## config.mk

```make
export PLATFORM = sky130hd
export DESIGN_NAME = ugcb_ctrl
export DESIGN_NICKNAME = d
export VERILOG_FILES = /design/src/ugcb_pkg.sv /design/src/ugcb_ctrl.sv
export SDC_FILE = /design/constraint.sdc
export NUM_CORES = 1
export LEC_CHECK = 0
export ABC_AREA = 1
export BUFFER_PORTS_ARGS = -buffer_cell sky130_fd_sc_hd__clkbuf_2
export CORE_MARGIN = 3
export CORE_UTILIZATION = 54
export CTS_CLUSTER_DIAMETER = 100
export DETAILED_ROUTE_END_ITERATION = 10
export GPL_TIMING_DRIVEN = 0
export PLACE_DENSITY = 0.83
export SLEW_MARGIN = 30
export SYNTH_ARGS = -nofsm -noshare
export SYNTH_HDL_FRONTEND = slang
export SYNTH_SLANG_ARGS = --single-unit
```

## constraint.sdc

```tcl
create_clock -name i_clk -period 3.75 [get_ports i_clk]
set_input_delay 0.75 -clock i_clk [delete_from_list [all_inputs] [get_ports i_clk]]
set_output_delay 0.75 -clock i_clk [all_outputs]
set_load 0.1 [all_outputs]
```

## src/ugcb_pkg.sv

```systemverilog
// Shared constants, codes and controller/datapath types of the grid binning block.
package ugcb_pkg;

    localparam int MAX_CELLS = 16;
    localparam int AXIS_BITS = 4;
    localparam int CELL_BITS = 3 * AXIS_BITS;
    localparam int CAP       = 8;
    localparam int SLOT_BITS = 3;
    localparam int FILL_BITS = 4;
    localparam int ID_BITS   = 16;
    localparam int CFG_W     = 32;
    localparam int CFG_IDX_W = 3;

    // request types
    localparam logic [2:0] REQ_INSERT    = 3'd0;
    localparam logic [2:0] REQ_LIST_POS  = 3'd1;
    localparam logic [2:0] REQ_LIST_CELL = 3'd2;
    localparam logic [2:0] REQ_MEMBER    = 3'd3;
    localparam logic [2:0] REQ_CLEAR     = 3'd4;

    // configuration register indexes
    localparam logic [CFG_IDX_W-1:0] CFG_MIN_X     = 3'd0;
    localparam logic [CFG_IDX_W-1:0] CFG_MIN_Y     = 3'd1;
    localparam logic [CFG_IDX_W-1:0] CFG_MIN_Z     = 3'd2;
    localparam logic [CFG_IDX_W-1:0] CFG_CELL_SIZE = 3'd3;
    localparam logic [CFG_IDX_W-1:0] CFG_CELLS_X   = 3'd4;
    localparam logic [CFG_IDX_W-1:0] CFG_CELLS_Y   = 3'd5;
    localparam logic [CFG_IDX_W-1:0] CFG_CELLS_Z   = 3'd6;

    // kind of result loaded into the output register
    typedef enum logic [2:0] {
        EMIT_ZERO,
        EMIT_INSERT,
        EMIT_EMPTY,
        EMIT_ITEM,
        EMIT_FOUND
    } t_emit;

    typedef struct packed {
        logic  capture;
        logic  div_start;
        logic  axis_next;
        logic  fill_rd;
        logic  fill_wr;
        logic  slot_rd;
        logic  k_clr;
        logic  k_inc;
        logic  found_upd;
        logic  clr_start;
        logic  clr_step;
        logic  emit;
        t_emit emit_kind;
    } t_cmd;

    typedef struct packed {
        logic [2:0] req_in;
        logic [2:0] req;
        logic       div_done;
        logic       axis_last;
        logic       fill_full;
        logic       list_empty;
        logic       slot_last;
        logic       out_busy;
        logic       clr_last;
    } t_sts;

    // last usable cell index for a cell count register, saturated to [1, MAX_CELLS]
    function automatic logic [AXIS_BITS-1:0] eff_last(input logic [4:0] n);
        logic [AXIS_BITS-1:0] r;
        if (n == 5'd0) begin
            r = '0;
        end else if (n > 5'(MAX_CELLS)) begin
            r = AXIS_BITS'(MAX_CELLS - 1);
        end else begin
            r = AXIS_BITS'(n - 5'd1);
        end
        return r;
    endfunction

endpackage

```

## src/ugcb_ctrl.sv

```systemverilog
// Controller state machine sequencing each request over the datapath.
module ugcb_ctrl (
    input  logic           i_clk,
    input  logic           i_rst_n,
    input  logic           i_s_tvalid,
    input  ugcb_pkg::t_sts i_sts,
    output ugcb_pkg::t_cmd o_cmd,
    output logic           o_ready
);
    import ugcb_pkg::*;

    typedef enum logic [10:0] {
        S_INIT    = 11'b00000000001,
        S_IDLE    = 11'b00000000010,
        S_DIV_GO  = 11'b00000000100,
        S_DIV_WT  = 11'b00000001000,
        S_FILL_RD = 11'b00000010000,
        S_FILL_WT = 11'b00000100000,
        S_SLOT_RD = 11'b00001000000,
        S_SLOT_WT = 11'b00010000000,
        S_FOUND   = 11'b00100000000,
        S_CLR     = 11'b01000000000,
        S_ZERO    = 11'b10000000000
    } t_state;

    t_state r_state, n_state;

    // advance state
    always_ff @(posedge i_clk) begin
        if (!i_rst_n) begin
            r_state <= S_INIT;
        end else begin
            r_state <= n_state;
        end
    end

    // next state and commands
    always_comb begin
        n_state = r_state;
        o_cmd   = '0;
        o_ready = 1'b0;
        case (r_state)
            S_INIT: begin
                o_cmd.clr_step = 1'b1;
                if (i_sts.clr_last) n_state = S_IDLE;
            end
            S_IDLE: begin
                o_ready = 1'b1;
                if (i_s_tvalid) begin
                    o_cmd.capture = 1'b1;
                    case (i_sts.req_in)
                        REQ_INSERT, REQ_LIST_POS: n_state = S_DIV_GO;
                        REQ_LIST_CELL, REQ_MEMBER: n_state = S_FILL_RD;
                        REQ_CLEAR: begin
                            o_cmd.clr_start = 1'b1;
                            n_state = S_CLR;
                        end
                        default: n_state = S_ZERO;
                    endcase
                end
            end
            S_DIV_GO: begin
                o_cmd.div_start = 1'b1;
                n_state = S_DIV_WT;
            end
            S_DIV_WT: begin
                if (i_sts.div_done) begin
                    o_cmd.axis_next = 1'b1;
                    n_state = i_sts.axis_last ? S_FILL_RD : S_DIV_GO;
                end
            end
            S_FILL_RD: begin
                o_cmd.fill_rd = 1'b1;
                n_state = S_FILL_WT;
            end
            S_FILL_WT: begin
                o_cmd.k_clr = 1'b1;
                case (i_sts.req)
                    REQ_INSERT: begin
                        if (!i_sts.out_busy) begin
                            o_cmd.emit      = 1'b1;
                            o_cmd.emit_kind = EMIT_INSERT;
                            o_cmd.fill_wr   = !i_sts.fill_full;
                            n_state = S_IDLE;
                        end
                    end
                    REQ_MEMBER: begin
                        n_state = i_sts.list_empty ? S_FOUND : S_SLOT_RD;
                    end
                    default: begin
                        if (!i_sts.list_empty) begin
                            n_state = S_SLOT_RD;
                        end else if (!i_sts.out_busy) begin
                            o_cmd.emit      = 1'b1;
                            o_cmd.emit_kind = EMIT_EMPTY;
                            n_state = S_IDLE;
                        end
                    end
                endcase
            end
            S_SLOT_RD: begin
                o_cmd.slot_rd = 1'b1;
                n_state = S_SLOT_WT;
            end
            S_SLOT_WT: begin
                if (i_sts.req == REQ_MEMBER) begin
                    o_cmd.found_upd = 1'b1;
                    o_cmd.k_inc     = 1'b1;
                    n_state = i_sts.slot_last ? S_FOUND : S_SLOT_RD;
                end else if (!i_sts.out_busy) begin
                    o_cmd.emit      = 1'b1;
                    o_cmd.emit_kind = EMIT_ITEM;
                    o_cmd.k_inc     = 1'b1;
                    n_state = i_sts.slot_last ? S_IDLE : S_SLOT_RD;
                end
            end
            S_FOUND: begin
                if (!i_sts.out_busy) begin
                    o_cmd.emit      = 1'b1;
                    o_cmd.emit_kind = EMIT_FOUND;
                    n_state = S_IDLE;
                end
            end
            S_CLR: begin
                o_cmd.clr_step = 1'b1;
                if (i_sts.clr_last) n_state = S_ZERO;
            end
            S_ZERO: begin
                if (!i_sts.out_busy) begin
                    o_cmd.emit      = 1'b1;
                    o_cmd.emit_kind = EMIT_ZERO;
                    n_state = S_IDLE;
                end
            end
            default: n_state = S_IDLE;
        endcase
    end

endmodule

```

== Word-level counts from Yosys, hierarchy flattened ==
Index checks and enable logic that the tools add are counted.
Word-level totals
  logic and storage cells: 74
  input port bits: 16
  output and inout port bits: 16
  register bits: 11
Operators by class
  reduce and logical (&&, ||, !) cells: 8
  equality and inequality tests: 21
  mux-type cells: 44
Operators by type and width (number)
  $pmux W11 S10: 1
  $mux W11: 8
  $pmux W11 S3: 1
  $mux W4: 7
  $pmux W11 S2: 1
  $mux W1: 19
  $mux W9: 2
  $pmux W4 S4: 1
  $eq A11 B1 Y1 const B: 1
  $eq A11 B10 Y1 const B: 1
  $eq A11 B11 Y1 const B: 1
  $eq A11 B2 Y1 const B: 1
  $eq A11 B3 Y1 const B: 1
  $eq A11 B4 Y1 const B: 1
  $eq A11 B5 Y1 const B: 1
  $eq A11 B6 Y1 const B: 1
  $eq A11 B7 Y1 const B: 1
  $eq A11 B8 Y1 const B: 1
  $eq A11 B9 Y1 const B: 1
  $eq A3 B2 Y1 const B: 3
  $ne A2 B2 Y1 const B: 4
  $pmux W4 S2: 1
  $reduce_or A2 Y1: 4
  $mux W7: 1
  other kinds (8): 9

== Longest topological paths before layout ==
Gate-level depths: netlist of run 1.
  depth after elaboration: 5
  depth in mapped cells: 11
  depth with buffers taken out: 11

== Worst setup path after synthesis of run 1 ==
OpenSTA, ideal clock, no wires.
  kind: input -> output
  start: in i_sts[11] in the netlist's numbering
  end: out o_cmd[5] in the netlist's numbering
  path buffers: 0
  arrival: 3.748 ns
  stages: 3
  data required time: 3.000 ns
  slack: -0.748 ns
  cells stage by stage: nor2_1 -> inv_1 -> nor4_1
RTL lines
  from (decl): line ugcb_ctrl.sv:6  | input ugcb_pkg::t_sts i_sts,
  to (decl): line ugcb_ctrl.sv:7  | output ugcb_pkg::t_cmd o_cmd,

==> results of run 1 <==
-- worst min-delay path, stage by stage, from the launching register on --
cell and delay, ns:
dfxtp_1 0.34, nand4_1 0.09, a21oi_1 0.06
-- per-stage QoR --
stage          setup WS [ns]  total power, mW  cell area, um2
2_1_floorplan          0.272            0.191            1060
3_3_place_gp            1.07            0.211            1240
3_5_place_dp            1.04            0.214            1240
4_1_cts                0.936            0.297            1270
5_1_grt                0.815            0.312            1270
6_report               0.920            0.297            1270
-- layout by cell type, fill, tap and decap left out, drive strengths merged --
| master | Yosys | routed |
|---|---|---|
| nor4 | 2 | 2 |
| nor3b | 3 | 3 |
| o31ai | 1 | 1 |
| clkinv | 1 | 2 |
| nand3 | 20 | 20 |
| dfxtp | 11 | 11 |
| o2111ai | 1 | 1 |
| nand4 | 1 | 1 |
| inv | 27 | 27 |
| o21ai | 8 | 8 |
| nand3b | 2 | 2 |
| a31oi | 1 | 1 |
| nand2 | 49 | 49 |
| clkbuf | 0 | 34 |
| a21oi | 5 | 5 |
| nor3 | 3 | 3 |
| nor2 | 37 | 37 |
-- worst paths after layout --
check,to,slack [ns],cells after the start
setup / recovery,o_cmd[3],0.92,8
hold / removal,r_state[5],0.53,2
hold reg to reg,r_state[5],0.53,2
setup reg to reg,r_state[1],2.22,10
-- cell usage after synthesis, types with 2 or more instances --
library cell / instances
nor3b_2: 3
nand3_2: 3
inv_1: 21
nand3_1: 17
nand2_4: 3
a21oi_1: 4
nor2_4: 4
nand2_2: 4
nor4_1: 2
nor3_1: 3
o21ai_1: 3
dfxtp_1: 11
nor2_2: 4
inv_2: 6
nand2_1: 42
nor2_1: 28
o21ai_0: 4
-- power groups by stage --
stage	Clock, mW	Combinational (mW)	Sequential [mW]
after detailed placement	0	0.0895	0.124
after global routing	0.0923	0.0981	0.122
after global placement	0	0.0871	0.124
after floorplan	0	0.0668	0.124
final	0.0859	0.0901	0.121
after CTS	0.0855	0.0898	0.121
-- final cells by class --
class / count / share of cell area [%]
timing repair buffer: 31 / 12.2
multi-input combinational: 133 / 57.6
inverter: 28 / 8.27
sequential: 11 / 17.3
clock inverter: 1 / 0.394
tap: 25 / 2.46
clock buffer: 3 / 1.77
-- cell families after synthesis --
logic type | Yosys count | synth area share [%]
and+or+nand+nor | 117 | 59.0
buffers and inverters | 28 | 10.1
AOI/OAI and AO/OA | 16 | 9.82
DFF | 11 | 21.1
-- routing by layer --
metal  wire length (um)  up-vias  global-route usage [%]
li1                   -      621                       -
met1               1160      539                    28.2
met2               1480       36                    46.1
met3                138        4                    1.81
met4                 24        0                    7.83
met5                  0        -                       0
==> impl_summary.txt, run 1 <==
----------------------------------------------------
[Final layout]
  Final instance count without filler cells ... 232
  Reg area ... approximately 220 um2
  Layout filler cell count ... 164
  Largest registers ... r_state x11
  Nets@finish ... 224
  Antenna cell count ... 0
  Number of flip-flops in the largest register ... 11
  Total area of multi-input combinational cells ... 732 um2
  Area added between synthesis and finish ... 21.7%
  Layout cells sized above 1 ... 32.9%
  Final core occ ... 71.3%
  Register containing the most flip-flops in the final layout ... r_state

[Timing]
  Final setup violation count ... 0
  RSZ-0062 raised after global routing ... false
  Max Transition Viols Final ... 0
  Hold Violations, Final ... 0
  Timing-limited maximum frequency ... around 350 MHz
  Actual transition at the worst max-transition pin ... 0.547 ns
  Final critical-path share of the clock period ... about 75%
  Minimum clock period ... ~2.8 ns
  Final sum of negative setup slack ... 0 ns
  Final Skew ... 0.00597 ns
  Headroom to the max-slew limit ... roughly 64%
  Final hold slack ... 0.528 ns

[Logic synthesis]
  Count of unique library cells instantiated by Yosys ... 27
  Post-synthesis instance area ... 1040 um2
  Number of instances in the synthesized netlist ... 172
  Most used flip-flop cell after synthesis ... dfxtp_1
  Mean area per synthesized cell ... 6.07 um2
  Area share of the largest cell type after synthesis ... 21.1%
  Fraction of the yosys area taken by sequential cells ... 21.1%
  Synthesis-stage register bit count ... 11
  Number of flops mapped to enable cells by yosys ... 0
  Synthesis Warnings ... 0
  Yosys top cell by area ... dfxtp_1
  Syn_nets ... 188
  Cells taking the most area after synthesis ... dfxtp_1 21%, nand2_1 15%, nor2_1 10%
  Post-synthesis async set-or-reset flop share ... 0%

[Worst hold path]
  Tightest Hold Check Type ... flop to flop
  Startpoint of the lowest-slack hold path ... r_state[5]

[Clock network]
  H-tree depth ... 1
  Cell chosen for the clock root ... clkbuf_4
  Clock tree from TritonCTS ... built
  CTS Hold Bufs ... 0
  Number of setup buffers added after CTS ... 0
  Clock slew at reported path FFs ... around 0.09 ns
  Number of cells upsized or downsized after cts ... 0
  Clk Latency, worst-skew pair ... 0.27 ns
  TritonCTS Sinks ... 11
  Longest Clk Path Bufs ... 2
  Cts bufs inserted ... 3

[Worst setup path]
  CP delay by family, top ... simple AND/OR/NAND/NOR gates
  Data required time of the worst path ... ~3.0 ns
  Cell occurring most often along the worst timing path ... nor2_4
  Worst path arrival time ... 2.08 ns
  Buf/Inv on CP ... 2
  Startpoint of the lowest-slack register-to-register path ... r_state[8]
  Maximum single-stage delay on the critical path ... 0.49 ns
  Slowest stage cell on the critical path ... clkbuf_2
  Crit Path Class ... flop to output pin
  CP Capture Type ... output pin
  Start point of the critical path ... r_state[8]
  Ordered list of cells on the worst path ... nor2_4 -> nand2_4 -> nor2_4 -> nand3_2 -> inv_2 -> nand3_1 -> o2111ai_1 -> clkbuf_2
  Maximum net fanout on the critical path ... 5
  Crit path launch type ... flop

[Die]
  Die width ... 50.0 um
  Area of the core ... 1780 um2
  Effective utilization at floorplan ... 58.6%
  IO Count ... 32
  Die height ... 50.0 um
  Die ar. ... 2500 um2
  Total number of placement rows ... 15

[GRT]
  Global routing usage summed across all routing layers ... approximately a quarter
  Global-route wire length before repair ... between 4000 and 5000 um
  Number of global-route vias before repair ... between 1000 and 1500
  Antenna violations before repair ... 0
  Pin count of the biggest net entering global routing ... 10
  Aggregate global routing overflow ... 0

[Power]
  Switching part of the total ... 38.6%
  Power density of the placed cells ... 234 nW/um2
  Leakage power figure ... between 0.7 and 0.8 nW
  Net Sw Power ... 0.115 mW
  Combinational Power Share ... a little under a third
  Clock share of power ... 28.9%
  Internal power consumption ... 0.183 mW
  Worst vdd rail ir drop ... 0.207 mV
  Part of the total power dissipated in sequential elements ... 40.8%

[Detailed routing]
  Total wirelength of the detailed-routed design ... 2810 um
  Final antenna-violating net count ... 0
  Post-route DRC violation count ... 0
  Ratio of routed vias to standard cells ... about 5.2
  DR WL/cell ... 12.1 um
  First-pass detailed-route iteration total ... 4
  Routed via count ... 1200
  Number of design-rule violations left by the first detailed-router iteration ... 63

[Place]
  Final weighted congestion of routability-driven global placement ... 0.845
  Total instance count after detailed placement ... around 230
  HPWL after DPL ... 2310 um
  Number of I/O port buffers ... 31

[Job]
  Number of max-capacitance violations reported ... 0

[Run status]
  Outcome ... completed

----------------------------------------------------
(Power assumes the default switching activity.)
==> run 2, diff against run 1 <==
--- a/config.mk
+++ b/config.mk
@@ -5,14 +5,14 @@
 export SDC_FILE = /design/constraint.sdc
 export NUM_CORES = 1
 export LEC_CHECK = 0
-export ABC_AREA = 1
+export ABC_AREA = 0
 export BUFFER_PORTS_ARGS = -buffer_cell sky130_fd_sc_hd__clkbuf_2
 export CORE_MARGIN = 3
-export CORE_UTILIZATION = 54
+export CORE_UTILIZATION = 45
 export CTS_CLUSTER_DIAMETER = 100
 export DETAILED_ROUTE_END_ITERATION = 10
 export GPL_TIMING_DRIVEN = 0
-export PLACE_DENSITY = 0.83
+export PLACE_DENSITY = 0.75
 export SLEW_MARGIN = 30
 export SYNTH_ARGS = -nofsm -noshare
 export SYNTH_HDL_FRONTEND = slang
==> constraint.sdc (replaced) <==
create_clock -name i_clk -period 2.5 [get_ports i_clk]
set_input_delay 0.5 -clock i_clk [delete_from_list [all_inputs] [get_ports i_clk]]
set_output_delay 0.5 -clock i_clk [all_outputs]
set_load 0.1 [all_outputs]
==> run 2 against run 1 <==
The flow now finishes with violations (negative setup slack). Via count is 31% higher. Sequential power grew 50%. Setup slack worse by 1.3 ns. Synthesized area fell by 5.9%. Critical path type unchanged. Total power rose by 74%. Sequential share of layout area shrank 5.1 points. Count of clock-buffer cells in the layout stayed put. Combinational power up 140%. Worst hold slack got worse by 0.068 ns. Flip-flop and latch count unchanged. Global-route usage up 4.8 points.
==> impl_summary.txt, run 2 <==
----------------------------------------------------
[Worst setup path]
  Ordered list of cells on the worst path ... buf_6 -> nor3_2 -> and4_1 -> a31oi_2 -> nor3b_4 -> o21bai_4 -> clkbuf_16
  Buf/Inv on CP ... 2 (unchanged)
  Maximum net fanout on the critical path ... 10 (+5)
  CP Capture Type ... output pin
  Startpoint of the lowest-slack register-to-register path ... r_state[4]
  Critical register-to-register path endpoint ... r_state[6]
  Reg-to-reg setup timing slack ... -0.06 ns (-2.28 ns)
  Maximum single-stage delay on the critical path ... 0.47 ns (-0.02 ns)
  CP delay by family, top ... simple AND/OR/NAND/NOR gates
  Crit Path Class ... flop to output pin
  Start point of the critical path ... r_state[1]
  Slowest stage cell on the critical path ... nor3_2
  Crit path launch type ... flop
  Data required time of the worst path ... 2.00 ns (-1.00 ns)
  Worst path depth ... 7 (-1)
  Cell count of the worst reg-to-reg path ... 7 (-3)
  Last element of the critical path ... o_cmd[3]
  Worst path arrival time ... 2.41 ns (+0.33 ns)

[Final layout]
  Register containing the most flip-flops in the final layout ... r_state
  Largest registers ... r_state x11
  Highest-count cells in the layout ignoring fill and taps ... 34 x buf_4, 15 x clkbuf_2, 13 x nor2_1, 8 x clkbuf_4, 7 x nand2_1
  Nets@finish ... 218 (-2.7%)
  Layout filler cell count ... 63 (-62%)
  Area added between synthesis and finish ... 93.9%
  Cell area after layout ... 1910 um2 (+50%)
  Leading cell type in the layout, fill and taps excluded ... buf_4
  Layout cells sized above 1 ... 60.2% (+27 points)
  Number of flip-flops in the largest register ... 11 (unchanged)
  Antenna cell count ... 0 (unchanged)

[Timing]
  Min setup slack post-route ... -0.410 ns (-1.33 ns)
  Hold Violations, Final ... 0 (unchanged)
  Timing-limited maximum frequency ... 344 MHz
  Final setup violation count ... 16 (+16)
  Final critical-path share of the clock period ... 116%
  RSZ-0062 raised after global routing ... true
  Max Transition Viols Final ... 0 (unchanged)
  Actual transition at the worst max-transition pin ... 0.850 ns (+0.303 ns)
  Final Skew ... 0.00333 ns (-0.00264 ns)
  Headroom to the max-slew limit ... 42.9% (-21 points)
  Minimum clock period ... 2.91 ns

[Job]
  Number of max-capacitance violations reported ... 0 (unchanged)

[Detailed routing]
  Post-route DRC violation count ... 0 (unchanged)
  Number of design-rule violations left by the first detailed-router iteration ... 146 (+130%)
  First-pass detailed-route iteration total ... 4 (unchanged)
  Routed via count ... 1575 (+31%)
  Final antenna-violating net count ... 0 (unchanged)
  Ratio of routed vias to standard cells ... 6.91 (+34%)
  DR WL/cell ... 25.8 um (+110%)
  Total wirelength of the detailed-routed design ... 5880 um (+110%)

[Logic synthesis]
  Area share of the largest cell type after synthesis ... 22.4% (+1.3 points)
  Most used flip-flop cell after synthesis ... dfxtp_1
  Number of flops mapped to enable cells by yosys ... 0 (unchanged)
  Count of unique library cells instantiated by Yosys ... 51 (+89%)
  Most common library cells after synthesis ... 17 x nor2_1, 11 x dfxtp_1, 8 x nand2_1, 7 x inv_1, 6 x a21oi_1
  Post-synthesis instance area ... 983 um2 (-5.9%)
  Syn_nets ... 146 (-22%)
  Most repeated cell in the gate-level netlist after synthesis ... nor2_1
  Post-synthesis async set-or-reset flop share ... 0% (unchanged)
  Fraction of the yosys area taken by sequential cells ... 22.4% (+1.3 points)
  Mean area per synthesized cell ... 7.56 um2 (+25%)
  Synthesis Warnings ... 0 (unchanged)
  Synthesis-stage register bit count ... 11 (unchanged)
  Number of instances in the synthesized netlist ... 130 (-24%)
  Yosys top cell by area ... dfxtp_1
  Cells taking the most area after synthesis ... dfxtp_1 22%, nor2_1 6.5%, a21oi_1 3.1%

[Clock network]
  Clock slew at reported path FFs ... 0.07 ns (-0.02 ns)
  CTS Hold Bufs ... 0 (unchanged)
  Cts bufs inserted ... 3 (unchanged)
  Clock tree from TritonCTS ... built
  Clk Latency, worst-skew pair ... 0.27 ns (about the same)
  Cell chosen for the clock root ... clkbuf_4
  TritonCTS Sinks ... 11 (unchanged)
  Longest Clk Path Bufs ... 2 (unchanged)
  H-tree depth ... 1 (unchanged)

[GRT]
  Pin count of the biggest net entering global routing ... 11 (+1)
  Number of global-route vias before repair ... 1254 (+11%)
  Global routing usage summed across all routing layers ... 29.2% (+4.8 points)
  Global-route wire length before repair ... 6010 um (+26%)
  Antenna violations before repair ... 0 (unchanged)
  Aggregate global routing overflow ... 0 (unchanged)

[Power]
  Power density of the placed cells ... 272 nW/um2 (+16%)
  Worst vdd rail ir drop ... 0.353 mV (+71%)
  PnR Total Power ... 0.518 mW (+74%)
  Leakage power figure ... 0.806 nW (+12%)

[Place]
  Total placed instance area ... 1300 um2 (+4.4%)
  HPWL after DPL ... 2190 um (-5.1%)
  Number of I/O port buffers ... 31 (unchanged)
  Final weighted congestion of routability-driven global placement ... 0.853 (+0.91%)

[Worst hold path]
  Tightest Hold Check Type ... input pin to flop

[Run status]
  Violations in the final reports ... negative setup slack
  Outcome ... finished, violations left

[Die]
  Die ar. ... 2780 um2 (+11%)
  Area of the core ... 2020 um2 (+13%)
  Total number of placement rows ... 16 (+1)
  IO Count ... 32 (unchanged)
  Die width ... 52.8 um (+5.5%)
  Effective utilization at floorplan ... 48.6% (-10 points)
  Die height ... 52.8 um (+5.5%)

----------------------------------------------------
[run 2: cell count changes in the layout (fill, tap and decap cells not counted), sizes merged, moves of 3 or more]
| cell | previous run | this run |
|---|---|---|
| or2 | 0 | 3 |
| clkbuf | 34 | 31 |
| nor2 | 37 | 17 |
| xnor2 | 0 | 3 |
| nand2 | 49 | 8 |
| and3 | 0 | 3 |
| nand3 | 20 | 1 |
| o21ai | 8 | 3 |
| inv | 27 | 6 |
| nor3 | 3 | 6 |
| nor4 | 2 | 6 |
| nor4b | 0 | 3 |
| buf | 0 | 47 |
| or4 | 0 | 3 |
[run 2: kinds of logic (layout without fill, tap and decap cells)]
kind of cell	count (synthesis)	after routing	synth area share, %
simple gates	69	69	44.3
compound gates	29	29	21.8
buf+inv	15	86	6.11
flops	11	11	22.4
xor+xnor	5	5	4.45
mux	1	1	1.02
[run 2: power by group]
part           internal [mW]  switching, mW  leakage (nW)
Combinational         0.0822          0.131         0.695
Sequential             0.177        0.00535        0.0930
Clock                 0.0593         0.0633        0.0177
Total                  0.318          0.200         0.806
[run 2: through the flow]
stage	hold slack [ns]	instances	worst slack, ns	setup TNS [ns]	utilization (%)
finish	0.461	228	-0.410	-2.35	94.3
global route	0.466	228	-0.410	-2.86	94.3
CTS	0.439	212	-0.301	-1.22	81.9
detailed placement	0.569	188	-0.420	-1.53	64.2
global placement	0.553	188	-0.381	-1.38	64.2
floorplan	0.501	130	-1.79	-9.27	-
[run 2: area by class of cell]
class	count	area, um2	share of cell area (%)
clock inverter	1	5.00	0.262
inverter	7	30.0	1.57
clock buffer	3	22.5	1.18
sequential	11	233	12.2
multi-input combinational	104	886	46.5
timing repair buffer	68	626	32.8
tap	27	33.8	1.77
buffer	7	71.3	3.74
[run 2: worst min-delay path by stage]
stage / start / to / depth (start not counted)
2_1_floorplan: r_state[0] / r_state[0] / 2
3_3_place_gp: r_state[0] / r_state[0] / 2
3_5_place_dp: r_state[0] / r_state[0] / 2
4_1_cts: i_rst_n / r_state[0] / 2
5_1_grt: i_rst_n / r_state[0] / 2
6_report: i_rst_n / r_state[0] / 2
[run 2: timing repair]
item,in CTS,in global routing
resized for setup,37,43
pin swaps,12,17
cloned,1,0
setup endpoints to repair,16,20
setup buffers,20,20
[run 2: layer usage]
layer	track usage (%)	part of all wire, %	up-vias
met1	35.8	35	736
met2	50.6	47	171
met3	3.13	12	38
li1	-	-	630
met5	0	0	-
met4	12.8	6.1	0
